`src/hdl/cfp_pkg.sv`:
```
// ----------------------------------------------------------------------------
// cfp_pkg
// shared types and constants for the counter frame parser
// ----------------------------------------------------------------------------
package cfp_pkg;

  localparam int NUM_TALLIES = 5;
  localparam int TALLY_IDX_W = 3;

  localparam logic [7:0] CMD_CLEAR_ALL = 8'h71;
  localparam logic [7:0] CMD_TALLY_MAX = 8'(NUM_TALLIES);

  // result kind codes
  typedef enum logic [2:0] {
    KIND_SET_OK    = 3'd0,
    KIND_REPORT    = 3'd1,
    KIND_CRC_ERR   = 3'd2,
    KIND_BAD_START = 3'd3,
    KIND_IGNORED   = 3'd4
  } kind_t;

  // work handed from the parser to the executor
  typedef enum logic [1:0] {
    JOB_BAD_START = 2'd0,
    JOB_CRC_ERR   = 2'd1,
    JOB_SET       = 2'd2,
    JOB_REPORT    = 2'd3
  } job_op_t;

  typedef struct packed {
    job_op_t     op;
    logic [7:0]  cmd;
    logic [15:0] value;
  } job_t;

  // queue handshake toward each side
  typedef struct packed {
    logic full;
    logic vld;
  } q_status_t;

  // report message phase within one tally
  typedef enum logic [1:0] {
    PH_TAG  = 2'd0,
    PH_HIGH = 2'd1,
    PH_LOW  = 2'd2
  } rpt_phase_t;

  typedef enum logic {
    BK_IDLE   = 1'b0,
    BK_REPORT = 1'b1
  } back_state_t;

endpackage

```
`src/hdl/counter_frame_parser.sv`:
```
// ----------------------------------------------------------------------------
// counter_frame_parser
// serial frame parser keeping five 16-bit tallies, with report streaming
// ----------------------------------------------------------------------------
// usage
//   in_*  : one received byte per beat, plus a line abort flag that drops a
//           partial frame (the byte of that beat is ignored)
//   out_* : result beats (kind, out_byte, last); a report frame gives 15
//           beats, any other frame end or bad opener gives one
//   cfg_* : writes the set and report start bytes, always ready
// timing: a closing byte (or a bad opener) becomes a queued job, and its
//   result beat is then registered at the output; a report's 15 beats follow
//   back to back from the report state while out_ready stays high
// throughput: one byte per cycle while the two-entry job queue has room;
//   the report stream in the executor is what holds input back
// reset: start bytes return to 2 and 3, parser waits for an opener,
//   tallies clear, queue and output register empty
// stall: while out_ready is low the output register holds its beat, the
//   executor stops, the queue fills and then in_ready drops
// ----------------------------------------------------------------------------
module counter_frame_parser #(
  parameter int SET_FRAME_LEN    = 5,
  parameter int REPORT_FRAME_LEN = 5
) (
  input  logic       clk,
  input  logic       rst_n,
  // configuration writes
  input  logic       cfg_valid,
  output logic       cfg_ready,
  input  logic       cfg_index,
  input  logic [7:0] cfg_data,
  // byte input
  input  logic       in_valid,
  output logic       in_ready,
  input  logic [7:0] in_rx_byte,
  input  logic       in_line_abort,
  // result output
  output logic       out_valid,
  input  logic       out_ready,
  output logic [2:0] out_kind,
  output logic [7:0] out_byte,
  output logic       out_last
);

  // jobs from parser to executor
  logic               push;
  cfp_pkg::job_t      push_job;
  cfp_pkg::job_t      head_job;
  logic               pop;
  cfp_pkg::q_status_t q_status;

  // front: frame tracking, checksum, start byte registers
  cfp_front #(
    .SET_FRAME_LEN    (SET_FRAME_LEN),
    .REPORT_FRAME_LEN (REPORT_FRAME_LEN)
  ) u_front (
    .clk           (clk),
    .rst_n         (rst_n),
    .cfg_valid     (cfg_valid),
    .cfg_ready     (cfg_ready),
    .cfg_index     (cfg_index),
    .cfg_data      (cfg_data),
    .in_valid      (in_valid),
    .in_ready      (in_ready),
    .in_rx_byte    (in_rx_byte),
    .in_line_abort (in_line_abort),
    .q_full        (q_status.full),
    .push          (push),
    .push_job      (push_job)
  );

  // decoupling queue, order of jobs is kept so reports see earlier sets
  cfp_queue u_queue (
    .clk      (clk),
    .rst_n    (rst_n),
    .push     (push),
    .push_job (push_job),
    .pop      (pop),
    .head_job (head_job),
    .status   (q_status)
  );

  // back: tallies and registered result beats
  cfp_back u_back (
    .clk       (clk),
    .rst_n     (rst_n),
    .q_vld     (q_status.vld),
    .head_job  (head_job),
    .pop       (pop),
    .out_valid (out_valid),
    .out_ready (out_ready),
    .out_kind  (out_kind),
    .out_byte  (out_byte),
    .out_last  (out_last)
  );

endmodule

```
`src/hdl/cfp_front.sv`:
```
// ----------------------------------------------------------------------------
// cfp_front
// byte parser: tracks the partial frame and hands finished frames on as jobs
// ----------------------------------------------------------------------------
module cfp_front #(
  parameter int SET_FRAME_LEN    = 5,
  parameter int REPORT_FRAME_LEN = 5
) (
  input  logic          clk,
  input  logic          rst_n,
  input  logic          cfg_valid,
  output logic          cfg_ready,
  input  logic          cfg_index,
  input  logic [7:0]    cfg_data,
  input  logic          in_valid,
  output logic          in_ready,
  input  logic [7:0]    in_rx_byte,
  input  logic          in_line_abort,
  input  logic          q_full,
  output logic          push,
  output cfp_pkg::job_t push_job
);

  localparam logic [4:0] SET_LEN = 5'(SET_FRAME_LEN);
  localparam logic [4:0] RPT_LEN = 5'(REPORT_FRAME_LEN);

  logic [7:0] set_start_r, set_start_nxt;
  logic [7:0] rpt_start_r, rpt_start_nxt;
  logic [3:0] pos_r, pos_nxt;
  logic       ftype_r, ftype_nxt;
  logic [6:0] sum_r, sum_nxt;
  logic [7:0] cmd_r, cmd_nxt;
  logic [7:0] dhi_r, dhi_nxt;
  logic [7:0] dlo_r, dlo_nxt;
  logic       accept;
  logic [4:0] flen;

  assign cfg_ready = 1'b1;
  assign in_ready  = !q_full;
  assign accept    = in_valid && in_ready;
  assign flen      = ftype_r ? RPT_LEN : SET_LEN;

  always_comb begin
    set_start_nxt = set_start_r;
    rpt_start_nxt = rpt_start_r;
    pos_nxt       = pos_r;
    ftype_nxt     = ftype_r;
    sum_nxt       = sum_r;
    cmd_nxt       = cmd_r;
    dhi_nxt       = dhi_r;
    dlo_nxt       = dlo_r;
    push          = 1'b0;
    push_job.op    = cfp_pkg::JOB_BAD_START;
    push_job.cmd   = cmd_r;
    push_job.value = {dhi_r, dlo_r};

    if (cfg_valid) begin
      if (cfg_index == 1'b0) set_start_nxt = cfg_data;
      else                   rpt_start_nxt = cfg_data;
    end

    if (accept) begin
      if (in_line_abort) begin
        pos_nxt = 4'd0;
      end else if (pos_r == 4'd0) begin
        if (in_rx_byte == set_start_r || in_rx_byte == rpt_start_r) begin
          ftype_nxt = (in_rx_byte != set_start_r);
          pos_nxt   = 4'd1;
          sum_nxt   = 7'd0;
          cmd_nxt   = 8'd0;
          dhi_nxt   = 8'd0;
          dlo_nxt   = 8'd0;
        end else begin
          push        = 1'b1;
          push_job.op = cfp_pkg::JOB_BAD_START;
        end
      end else if ({1'b0, pos_r} + 5'd1 < flen) begin
        sum_nxt = sum_r + in_rx_byte[6:0];
        case (pos_r)
          4'd1:    cmd_nxt = in_rx_byte;
          4'd2:    dhi_nxt = in_rx_byte;
          4'd3:    dlo_nxt = in_rx_byte;
          default: ;
        endcase
        pos_nxt = pos_r + 4'd1;
      end else begin
        // checksum byte closes the frame
        pos_nxt = 4'd0;
        push    = 1'b1;
        if (in_rx_byte != {1'b0, sum_r}) push_job.op = cfp_pkg::JOB_CRC_ERR;
        else if (ftype_r)                push_job.op = cfp_pkg::JOB_REPORT;
        else                             push_job.op = cfp_pkg::JOB_SET;
      end
    end
  end

  always_ff @(posedge clk) begin
    if (!rst_n) begin
      set_start_r <= 8'd2;
      rpt_start_r <= 8'd3;
      pos_r       <= 4'd0;
      ftype_r     <= 1'b0;
      sum_r       <= 7'd0;
      cmd_r       <= 8'd0;
      dhi_r       <= 8'd0;
      dlo_r       <= 8'd0;
    end else begin
      set_start_r <= set_start_nxt;
      rpt_start_r <= rpt_start_nxt;
      pos_r       <= pos_nxt;
      ftype_r     <= ftype_nxt;
      sum_r       <= sum_nxt;
      cmd_r       <= cmd_nxt;
      dhi_r       <= dhi_nxt;
      dlo_r       <= dlo_nxt;
    end
  end

endmodule

```
`src/hdl/cfp_queue.sv`:
```
// ----------------------------------------------------------------------------
// cfp_queue
// two-entry job queue between parser and executor
// ----------------------------------------------------------------------------
module cfp_queue (
  input  logic                 clk,
  input  logic                 rst_n,
  input  logic                 push,
  input  cfp_pkg::job_t        push_job,
  input  logic                 pop,
  output cfp_pkg::job_t        head_job,
  output cfp_pkg::q_status_t   status
);

  cfp_pkg::job_t mem_r [2];
  logic          wr_ptr_r, wr_ptr_nxt;
  logic          rd_ptr_r, rd_ptr_nxt;
  logic [1:0]    cnt_r, cnt_nxt;
  logic          do_push, do_pop;

  assign status.full = (cnt_r == 2'd2);
  assign status.vld  = (cnt_r != 2'd0);
  assign head_job    = mem_r[rd_ptr_r];
  assign do_push     = push && !status.full;
  assign do_pop      = pop && status.vld;

  always_comb begin
    wr_ptr_nxt = wr_ptr_r ^ do_push;
    rd_ptr_nxt = rd_ptr_r ^ do_pop;
    cnt_nxt    = cnt_r + {1'b0, do_push} - {1'b0, do_pop};
  end

  always_ff @(posedge clk) begin
    if (do_push) mem_r[wr_ptr_r] <= push_job;
  end

  always_ff @(posedge clk) begin
    if (!rst_n) begin
      wr_ptr_r <= 1'b0;
      rd_ptr_r <= 1'b0;
      cnt_r    <= 2'd0;
    end else begin
      wr_ptr_r <= wr_ptr_nxt;
      rd_ptr_r <= rd_ptr_nxt;
      cnt_r    <= cnt_nxt;
    end
  end

endmodule

```
`src/hdl/cfp_back.sv`:
```
// ----------------------------------------------------------------------------
// cfp_back
// job executor: owns the tallies, applies set jobs, streams report messages
// ----------------------------------------------------------------------------
module cfp_back (
  input  logic               clk,
  input  logic               rst_n,
  input  logic               q_vld,
  input  cfp_pkg::job_t      head_job,
  output logic               pop,
  output logic               out_valid,
  input  logic               out_ready,
  output logic [2:0]         out_kind,
  output logic [7:0]         out_byte,
  output logic               out_last
);

  cfp_pkg::back_state_t      state_r, state_nxt;
  cfp_pkg::rpt_phase_t       ph_r, ph_nxt;
  logic [cfp_pkg::TALLY_IDX_W-1:0] tly_r, tly_nxt;
  logic [15:0] tallies_r [cfp_pkg::NUM_TALLIES];
  logic        out_valid_r, out_valid_nxt;
  logic [2:0]  out_kind_r, out_kind_nxt;
  logic [7:0]  out_byte_r, out_byte_nxt;
  logic        out_last_r, out_last_nxt;
  logic        out_free;
  logic        ld_en, clr_en;
  logic [15:0] cur_tally;

  assign out_valid = out_valid_r;
  assign out_kind  = out_kind_r;
  assign out_byte  = out_byte_r;
  assign out_last  = out_last_r;
  assign out_free  = !out_valid_r || out_ready;
  assign cur_tally = tallies_r[tly_r];

  always_comb begin
    state_nxt     = state_r;
    ph_nxt        = ph_r;
    tly_nxt       = tly_r;
    out_valid_nxt = out_valid_r && !out_ready;
    out_kind_nxt  = out_kind_r;
    out_byte_nxt  = out_byte_r;
    out_last_nxt  = out_last_r;
    pop           = 1'b0;
    ld_en         = 1'b0;
    clr_en        = 1'b0;

    case (state_r)
      cfp_pkg::BK_IDLE: begin
        if (q_vld && out_free) begin
          pop          = 1'b1;
          out_byte_nxt = 8'd0;
          out_last_nxt = 1'b1;
          case (head_job.op)
            cfp_pkg::JOB_BAD_START: begin
              out_valid_nxt = 1'b1;
              out_kind_nxt  = cfp_pkg::KIND_BAD_START;
            end
            cfp_pkg::JOB_CRC_ERR: begin
              out_valid_nxt = 1'b1;
              out_kind_nxt  = cfp_pkg::KIND_CRC_ERR;
            end
            cfp_pkg::JOB_SET: begin
              out_valid_nxt = 1'b1;
              if (head_job.cmd < cfp_pkg::CMD_TALLY_MAX) begin
                ld_en        = 1'b1;
                out_kind_nxt = cfp_pkg::KIND_SET_OK;
              end else if (head_job.cmd == cfp_pkg::CMD_CLEAR_ALL) begin
                clr_en       = 1'b1;
                out_kind_nxt = cfp_pkg::KIND_SET_OK;
              end else begin
                out_kind_nxt = cfp_pkg::KIND_IGNORED;
              end
            end
            default: begin
              // report: switch to the streaming state
              state_nxt = cfp_pkg::BK_REPORT;
              tly_nxt   = '0;
              ph_nxt    = cfp_pkg::PH_TAG;
            end
          endcase
        end
      end
      default: begin
        if (out_free) begin
          out_valid_nxt = 1'b1;
          out_kind_nxt  = cfp_pkg::KIND_REPORT;
          out_last_nxt  = 1'b0;
          case (ph_r)
            cfp_pkg::PH_TAG: begin
              out_byte_nxt = (tly_r == '0) ? 8'd1 : 8'(tly_r);
              ph_nxt       = cfp_pkg::PH_HIGH;
            end
            cfp_pkg::PH_HIGH: begin
              out_byte_nxt = cur_tally[15:8];
              ph_nxt       = cfp_pkg::PH_LOW;
            end
            default: begin
              out_byte_nxt = cur_tally[7:0];
              ph_nxt       = cfp_pkg::PH_TAG;
              tly_nxt      = tly_r + 1'b1;
              if (tly_r == cfp_pkg::TALLY_IDX_W'(cfp_pkg::NUM_TALLIES - 1)) begin
                out_last_nxt = 1'b1;
                state_nxt    = cfp_pkg::BK_IDLE;
              end
            end
          endcase
        end
      end
    endcase
  end

  always_ff @(posedge clk) begin
    if (!rst_n) begin
      for (int i = 0; i < cfp_pkg::NUM_TALLIES; i++) tallies_r[i] <= 16'd0;
    end else if (clr_en) begin
      for (int i = 0; i < cfp_pkg::NUM_TALLIES; i++) tallies_r[i] <= 16'd0;
    end else if (ld_en) begin
      tallies_r[head_job.cmd[cfp_pkg::TALLY_IDX_W-1:0]] <= head_job.value;
    end
  end

  always_ff @(posedge clk) begin
    if (!rst_n) begin
      state_r     <= cfp_pkg::BK_IDLE;
      ph_r        <= cfp_pkg::PH_TAG;
      tly_r       <= '0;
      out_valid_r <= 1'b0;
    end else begin
      state_r     <= state_nxt;
      ph_r        <= ph_nxt;
      tly_r       <= tly_nxt;
      out_valid_r <= out_valid_nxt;
    end
  end

  always_ff @(posedge clk) begin
    out_kind_r <= out_kind_nxt;
    out_byte_r <= out_byte_nxt;
    out_last_r <= out_last_nxt;
  end

endmodule

```
`config.mk`:
```
export PLATFORM = sky130hd
export DESIGN_NAME = counter_frame_parser
export DESIGN_NICKNAME = d
export VERILOG_FILES = /design/src/hdl/cfp_pkg.sv /design/src/hdl/counter_frame_parser.sv /design/src/hdl/cfp_front.sv /design/src/hdl/cfp_queue.sv /design/src/hdl/cfp_back.sv
export SDC_FILE = /design/constraint.sdc
export NUM_CORES = 1
export LEC_CHECK = 0
export BUFFER_PORTS_ARGS = -buffer_cell sky130_fd_sc_hd__buf_2
export CAP_MARGIN = 20
export CELL_PAD_IN_SITES_DETAIL_PLACEMENT = 0
export CELL_PAD_IN_SITES_GLOBAL_PLACEMENT = 2
export CORE_ASPECT_RATIO = 1.75
export CORE_MARGIN = 2
export CORE_UTILIZATION = 44
export DETAILED_ROUTE_END_ITERATION = 10
export PLACE_DENSITY = 0.85
export REMOVE_ABC_BUFFERS = 1
export SYNTH_ARGS = -nofsm -noshare
export SYNTH_HDL_FRONTEND = slang
export SYNTH_SLANG_ARGS = --single-unit
```
`constraint.sdc`:
```
create_clock -name clk -period 3.4 [get_ports clk]
set_input_delay 0.51 -clock clk [delete_from_list [all_inputs] [get_ports clk]]
set_output_delay 0.51 -clock clk [all_outputs]
set_load 0.02 [all_outputs]
```
==> results of run 1 <==
==> cell type report <==
class / count / area [sq um]
clock buffer: 28 / 658.1
clock inverter: 16 / 156.4
fill: 2221 / 12490
inverter: 33 / 123.9
multi-input combinational: 556 / 4039
sequential: 259 / 7108
tap: 316 / 395.4
timing repair buffer: 54 / 367.9
==> routing by layer <==
| layer | global-route usage [%] | vias up | wire (um) |
|---|---|---|---|
| met5 | 0 | - | 0 |
| met4 | 6.259 | 0 | 642 |
| met3 | 1.901 | 40 | 693 |
| met2 | 35.85 | 116 | 13810 |
| met1 | 17.49 | 3216 | 8105 |
| li1 | - | 3239 | - |
==> cells in the final DEF, fill, tap and decap left out, drive strengths merged, types with 3 or more instances in the layout <==
master / count
a211oi: 6
a21oi: 32
a31oi: 3
and2: 4
buf: 54
clkbuf: 28
clkinv: 12
clkinvlp: 4
conb: 49
dfxtp: 67
edfxtp: 192
ha: 19
inv: 31
mux2: 9
mux2i: 34
mux4: 32
nand2: 66
nand2b: 8
nand3: 11
nand4: 9
nor2: 140
nor2b: 5
nor3: 14
nor4b: 3
o211ai: 3
o21ai: 28
o221a: 25
or2: 4
xnor2: 22
==> registers in the layout (all words and copies together), names as in the netlist, named ones only <==
register / count
u_front.set_start_r: 8
u_back.out_kind: 3
u_back.tly_r: 3
u_front.dhi_r: 8
u_queue.cnt_r: 2
u_queue.rd_ptr_r: 1
u_queue.wr_ptr_r: 1
u_front.dlo_r: 8
u_back.out_valid: 1
u_back.out_byte: 8
u_back.tallies_r: 128
u_front.sum_r: 7
u_back.state_r: 1
u_front.pos_r: 4
u_back.ph_r: 2
u_front.ftype_r: 1
u_back.out_last: 1
u_queue.mem_r: 52
u_front.rpt_start_r: 8
u_front.cmd_r: 8
==> power by group <==
part | total, W | switching (W) | internal [W]
combinational | 0.00113 | 0.000664 | 0.000465
sequential | 0.00386 | 0.000141 | 0.00372
clock | 0.00271 | 0.00115 | 0.00155
total | 0.00770 | 0.00196 | 0.00574
==> worst max-delay path: stages (launching register included) <==
cell and delay [ns]:
dfxtp_1 0.57, mux2i_1 0.35, ha_1 0.23, nor4b_2 0.35
and2_2 0.29, nand4b_4 0.11, nand2_1 0.57
==> final timing paths <==
kind / to / cells after the start / start
max: u_back.tallies_r[3][9]$_SDFFCE_PN0P_ / 6 / register
min reg2reg: u_queue.mem_r[1][21]$_DFFE_PP_ / 0 / u_front.cmd_r[5]$_SDFFE_PN0P_
max reg2reg: u_back.tallies_r[3][9]$_SDFFCE_PN0P_ / 6 / register
min: u_front.rpt_start_r[1]$_SDFFE_PN1P_ / 3 / cfg_data[1]
==> synthesized netlist by cell type (4+ instances only) <==
cell	number	share of area, %
clkbuf_1	16	0.53
buf_4	6	0.40
nand3_1	10	0.44
a21oi_1	31	1.4
nor3_1	13	0.57
dfxtp_1	67	12
nand2_1	63	2.1
o221a_1	6	0.60
nand2b_1	8	0.44
nor2_1	129	4.3
mux2_2	8	0.79
xnor2_1	22	1.7
mux4_2	12	2.4
o21ai_0	28	1.2
inv_1	30	0.99
mux4_1	20	4.6
buf_2	14	0.62
ha_1	19	2.1
nor2b_1	4	0.22
a211oi_1	5	0.33
edfxtp_1	192	51
nand4_1	8	0.44
mux2i_1	34	3.0
buf_1	5	0.17
nor2_2	11	0.61
o221a_2	19	1.9
==> through the flow <==
stage | instances | worst slack (ns) | cell area, sq um | hold slack [ns] | total power, W
after CTS | 1260 | 0.4849 | 12810 | 0.1847 | 0.007783
final | 1262 | 0.5590 | 12850 | 0.2069 | 0.007698
after detailed placement | 1216 | 0.5108 | 11990 | 0.4472 | 0.005080
after floorplan | 848 | 0.02568 | 11270 | 0.4266 | 0.004684
after global routing | 1262 | 0.2680 | 12850 | 0.2139 | 0.008014
after global placement | 1216 | 0.5705 | 11990 | 0.4371 | 0.005060
==> logic make-up (layout without fill, tap and decap cells) <==
logic type / Yosys count / in the layout / share of synthesized area, %
compound gates: 112 / 112 / 7.408
xor+xnor: 23 / 23 / 1.775
fa+ha+maj: 20 / 20 / 2.271
buf+inv: 78 / 131 / 3.351
flops: 259 / 259 / 62.62
mux: 75 / 75 / 10.94
other cells: 2 / 49 / 0.06617
simple gates: 277 / 277 / 11.58
==> results.cfg, run 1 <==
[clocking]
cts_buffers = 24
h-tree-depth = 1
root_buffer = clkbuf_16
post-cts-setup-buffers = 0
clkTransAtPathRegs_ns = 0.07
cts_sinks = 259
hold_buffers = 0
clockBufferDepth = 3
postCtsResizedCells = 0
clock_latency_ns = 0.53
cts_tree = yes

[logic_synthesis]
yosysUniqueCellTypes = 74
ys_warn_count = 0
avgSynthCellArea_sq_um = 13.42
synth_ff_type = edfxtp_1
synthArstFlopShare_pct = 0
synth_edf_count = 192
netlist_area_sq_mm = 0.01135
synth_cells = 846
ys_seq_area_share_pct = 62.62
ys_seq_elements = 259

[floorplanning]
core.rowCount = 77
fp.dieH_um = 216.5
io_pins = 38
initial_utilization_pct = 44.79
core_area_sq_mm = 0.02534
fp.dieW_um = 125.4
fp.dieArea_sq_mm = 0.02715

[sta]
setup_viol = 0
fmax_ghz = 0.3520
hold_viol = 0
finClkSkew_ns = 0.01805
max-slew-margin-rel_pct = 37.86
timing.final.max_slew_violations = 0
finalCritPeriodShare_pct = 83.56
period_needed_ns = 2.841
grt_setup_unrepaired = false
setup_tns_ns = 0
worst_slew_pin_slew_ns = 0.9308

[layout]
drive_above_1_share_pct = 17.55
diodes = 0
final_nets = 971
fin_util_pct = 50.71
area_growth_pct = 13.21

[detailed_routing]
remaining_drc_errors = 0
routed_wirelength_mm = 23.25
ant_nets = 0
drt-initial-drc-count = 293
route.vias.total = 6611
routed_via_density = 5.239
drt_first_pass_iters = 4
wl_per_cell_um = 18.42

[setup_path]
r2r_slack_ns = 0.56
end_kind = register
worst-path-max-fanout = 16
required_ns = 3.55
startpoint_type = register
path_class = reg2reg
cp.arrival_ns = 2.99

[global_route]
grt_first_pass_wirelength_mm = 36.82
grtUsageTotal_pct = 17.40
grt_max_degree = 37
overflow = 0
grt_pass1_vias = 6759
antenna_found_initial = 0

[placed_design]
dp_hpwl_mm = 17.24
place.gp.congestion = 0.8561
portBuffers = 36

[min_path]
min_path_type = in2reg

[run]
cap_violations = 0

[power_and_ir_drop]
vdd_drop_max_mv = 0.4604
p_leak_nw = 4.705
p_per_area_mw_per_mm2 = 599.1

[status]
status = complete, no violations
Note: power is estimated with default switching activity, not from simulation.
==> run 2, diff against run 1 <==
--- a/config.mk
+++ b/config.mk
@@ -5,15 +5,16 @@
 export SDC_FILE = /design/constraint.sdc
 export NUM_CORES = 1
 export LEC_CHECK = 0
+export ABC_AREA = 1
 export BUFFER_PORTS_ARGS = -buffer_cell sky130_fd_sc_hd__buf_2
 export CAP_MARGIN = 20
 export CELL_PAD_IN_SITES_DETAIL_PLACEMENT = 0
 export CELL_PAD_IN_SITES_GLOBAL_PLACEMENT = 2
 export CORE_ASPECT_RATIO = 1.75
 export CORE_MARGIN = 2
-export CORE_UTILIZATION = 44
+export CORE_UTILIZATION = 37
 export DETAILED_ROUTE_END_ITERATION = 10
-export PLACE_DENSITY = 0.85
+export PLACE_DENSITY = 0.82
 export REMOVE_ABC_BUFFERS = 1
 export SYNTH_ARGS = -nofsm -noshare
 export SYNTH_HDL_FRONTEND = slang
==> constraint.sdc (replaced) <==
create_clock -name clk -period 2.5 [get_ports clk]
set_input_delay 0.375 -clock clk [delete_from_list [all_inputs] [get_ports clk]]
set_output_delay 0.375 -clock clk [all_outputs]
set_load 0.02 [all_outputs]
==> run 2 against run 1 <==
  * Die area grew 18%
  * Fmax grew 25%
  * Hold slack lost 0.12 ns
  * Combinational power grew to 3.1 times the previous value
  * Routed wire length grew 8.6%
  * Register-to-register slack lost 0.33 ns
  * Clock-buffer cell count grew 6
  * Non-clock buffer count grew 19
  * Cell area grew 2.4%
  * Sequential cell count is the same
  * Clock power grew 38%
  * Critical path type unchanged
  * Largest cell class unchanged
==> results.cfg, run 2 <==
[placed_design]
dp_cells = 1578
dp_slack_ns = 0.2413
place_area_sq_mm = 0.01234
portBuffers = 36
place.gp.congestion = 0.8082
dp_hpwl_mm = 18.79

[setup_path]
startpoint_type = register
path_class = reg2reg
reg2reg_to = u_back.tallies_r[4][12]$_SDFFCE_PN0P_
cp.arrival_ns = 2.51
end_kind = register
required_ns = 2.73
r2r_slack_ns = 0.23
worst-path-max-fanout = 16
reg2regPathDepth = 11

[detailed_routing]
ant_nets = 0
routed_via_density = 4.679
route.vias.total = 7589
drt-initial-drc-count = 473
routed_wirelength_mm = 25.25
wl_per_cell_um = 15.57
remaining_drc_errors = 0
drt_first_pass_iters = 5

[global_route]
antenna_found_initial = 0
grtUsageTotal_pct = 16.44
overflow = 0
grt_first_pass_wirelength_mm = 40.63
grt_pass1_vias = 7550
grt_max_degree = 65

[logic_synthesis]
ys_warn_count = 0
synth_common_cells = nor2_1 (262), edfxtp_1 (192), nand2_1 (155)
yosysUniqueCellTypes = 45
synth_ff_type = edfxtp_1
synth_edf_count = 192
ys_seq_elements = 259
netlist_area_sq_mm = 0.01131
synth.area.top_cells = edfxtp_1 (51%), dfxtp_1 (12%), nor2_1 (8.7%)
synth_cells = 1118
avgSynthCellArea_sq_um = 10.11
synthArstFlopShare_pct = 0
synth_top_area_share_pct = 50.98
ys_seq_area_share_pct = 62.85
synth.most_common_cell = nor2_1
synth_area_leader_cell = edfxtp_1

[layout]
instances_no_fill = 1622
drive_above_1_share_pct = 11.90
layout_commonest_cell = nor2_1
largest_reg_flops = 128
num-fill-cells = 3006
regMostFlops = u_back.tallies_r
reg.largest.list = u_back.tallies_r (128), u_queue.mem_r (52)
fin_util_pct = 43.76
stdcell_area_sq_mm = 0.01315
area_growth_pct = 16.31
mostFrequentLayoutCells = nor2_1 (262), edfxtp_1 (192), nand2_1 (155)
diodes = 0
final_nets = 1260

[sta]
hold_viol = 0
setup_viol = 0
worst_slew_pin_slew_ns = 0.8252
setup_tns_ns = 0
period_needed_ns = 2.274
timing.final.max_slew_violations = 0
setup_slack_ns = 0.2257
fmax_ghz = 0.4397
finClkSkew_ns = 0.01096
max-slew-margin-rel_pct = 44.62
finalCritPeriodShare_pct = 90.97
grt_setup_unrepaired = false

[clocking]
h-tree-depth = 1
cts_buffers = 24
clock_latency_ns = 0.52
postCtsResizedCells = 0
clkTransAtPathRegs_ns = 0.07
root_buffer = clkbuf_16
clockBufferDepth = 3
hold_buffers = 0
post-cts-setup-buffers = 0
cts_sinks = 259
cts_tree = yes

[floorplanning]
fp.dieArea_sq_mm = 0.03203
io_pins = 38
fp.dieH_um = 235.3
core.rowCount = 84
initial_utilization_pct = 37.62
fp.dieW_um = 136.2
core_area_sq_mm = 0.03006

[status]
status = complete, no violations

[min_path]
holdCritStartpoint = cfg_data[7]
min_path_type = in2reg
whs_path_depth = 3
holdPathEnd = u_front.set_start_r[7]$_SDFFE_PN0P_

[power_and_ir_drop]
p_per_area_mw_per_mm2 = 977.3
vdd_drop_max_mv = 0.6121
p_leak_nw = 5.427

[run]
cap_violations = 0
==> run 2: layer usage <==
layer	track usage, %	wire [um]
met5	0	0
met2	32.83	14680
met1	16.91	9041
met4	6.629	916
met3	1.486	611
==> run 2: layout make-up <==
class                   count  area (sq um)  area share [%]
inverters                 108         405.4           3.082
repair buffers             73         608.1           4.623
flip-flops and latches    259          7109           54.05
clock buffers              34         679.4           5.166
multi-input cells         751          3737           28.42
well taps                 387         484.2           3.682
clock inverters            10         128.9          0.9798
==> run 2: power breakdown <==
| part | internal (W) | leakage (nW) | switching [W] |
|---|---|---|---|
| Combinational | 0.00110 | 2.59 | 0.00236 |
| Clock | 0.00221 | 0.392 | 0.00152 |
| Sequential | 0.00540 | 2.44 | 0.000271 |
| Total | 0.00870 | 5.43 | 0.00416 |
==> run 2: critical path, cell delays in order, from the launching register on <==
cell     delay [ns]
dfxtp_1        0.44
inv_1          0.07
or2_2          0.26
o21ai_0        0.11
ha_1           0.21
nand2_1        0.09
nor2_1         0.18
nand2_4        0.11
nor2_8         0.14
nand3_4        0.08
nand2_1        0.12
buf_12         0.17
==> run 2: stage by stage <==
| step | hold slack [ns] | total power [W] |
|---|---|---|
| detailed placement | 0.4382 | 0.009299 |
| floorplan | 0.4256 | 0.007860 |
| global route | 0.08585 | 0.01362 |
| global placement | 0.4339 | 0.009260 |
| CTS | 0.06496 | 0.01305 |
| finish | 0.08329 | 0.01285 |
==> run 2: cell families after synthesis <==
kind of cell,synth area share [%]
AND/OR/NAND/NOR,18.13
adder cells (fa/ha/maj),2.279
AO/OA/AOI/OAI,8.752
buffers and inverters,5.665
other,0.06641
multiplexers,1.328
flip-flops,62.85
XOR/XNOR,0.9294
==> run 2: how the worst max path moves through the flow <==
stage / startpoint / end / slack, ns / depth (start not counted)
CTS: register / u_back.tallies_r[4][6]$_SDFFCE_PN0P_ / 0.22 / 11
finish: register / u_back.tallies_r[4][12]$_SDFFCE_PN0P_ / 0.23 / 11
global placement: register / u_back.tallies_r[4][7]$_SDFFCE_PN0P_ / 0.25 / 11
detailed placement: register / u_back.tallies_r[4][8]$_SDFFCE_PN0P_ / 0.24 / 11
floorplan: register / u_back.tallies_r[4][0]$_SDFFCE_PN0P_ / -0.78 / 10
global route: register / u_back.tallies_r[4][12]$_SDFFCE_PN0P_ / 0.03 / 11
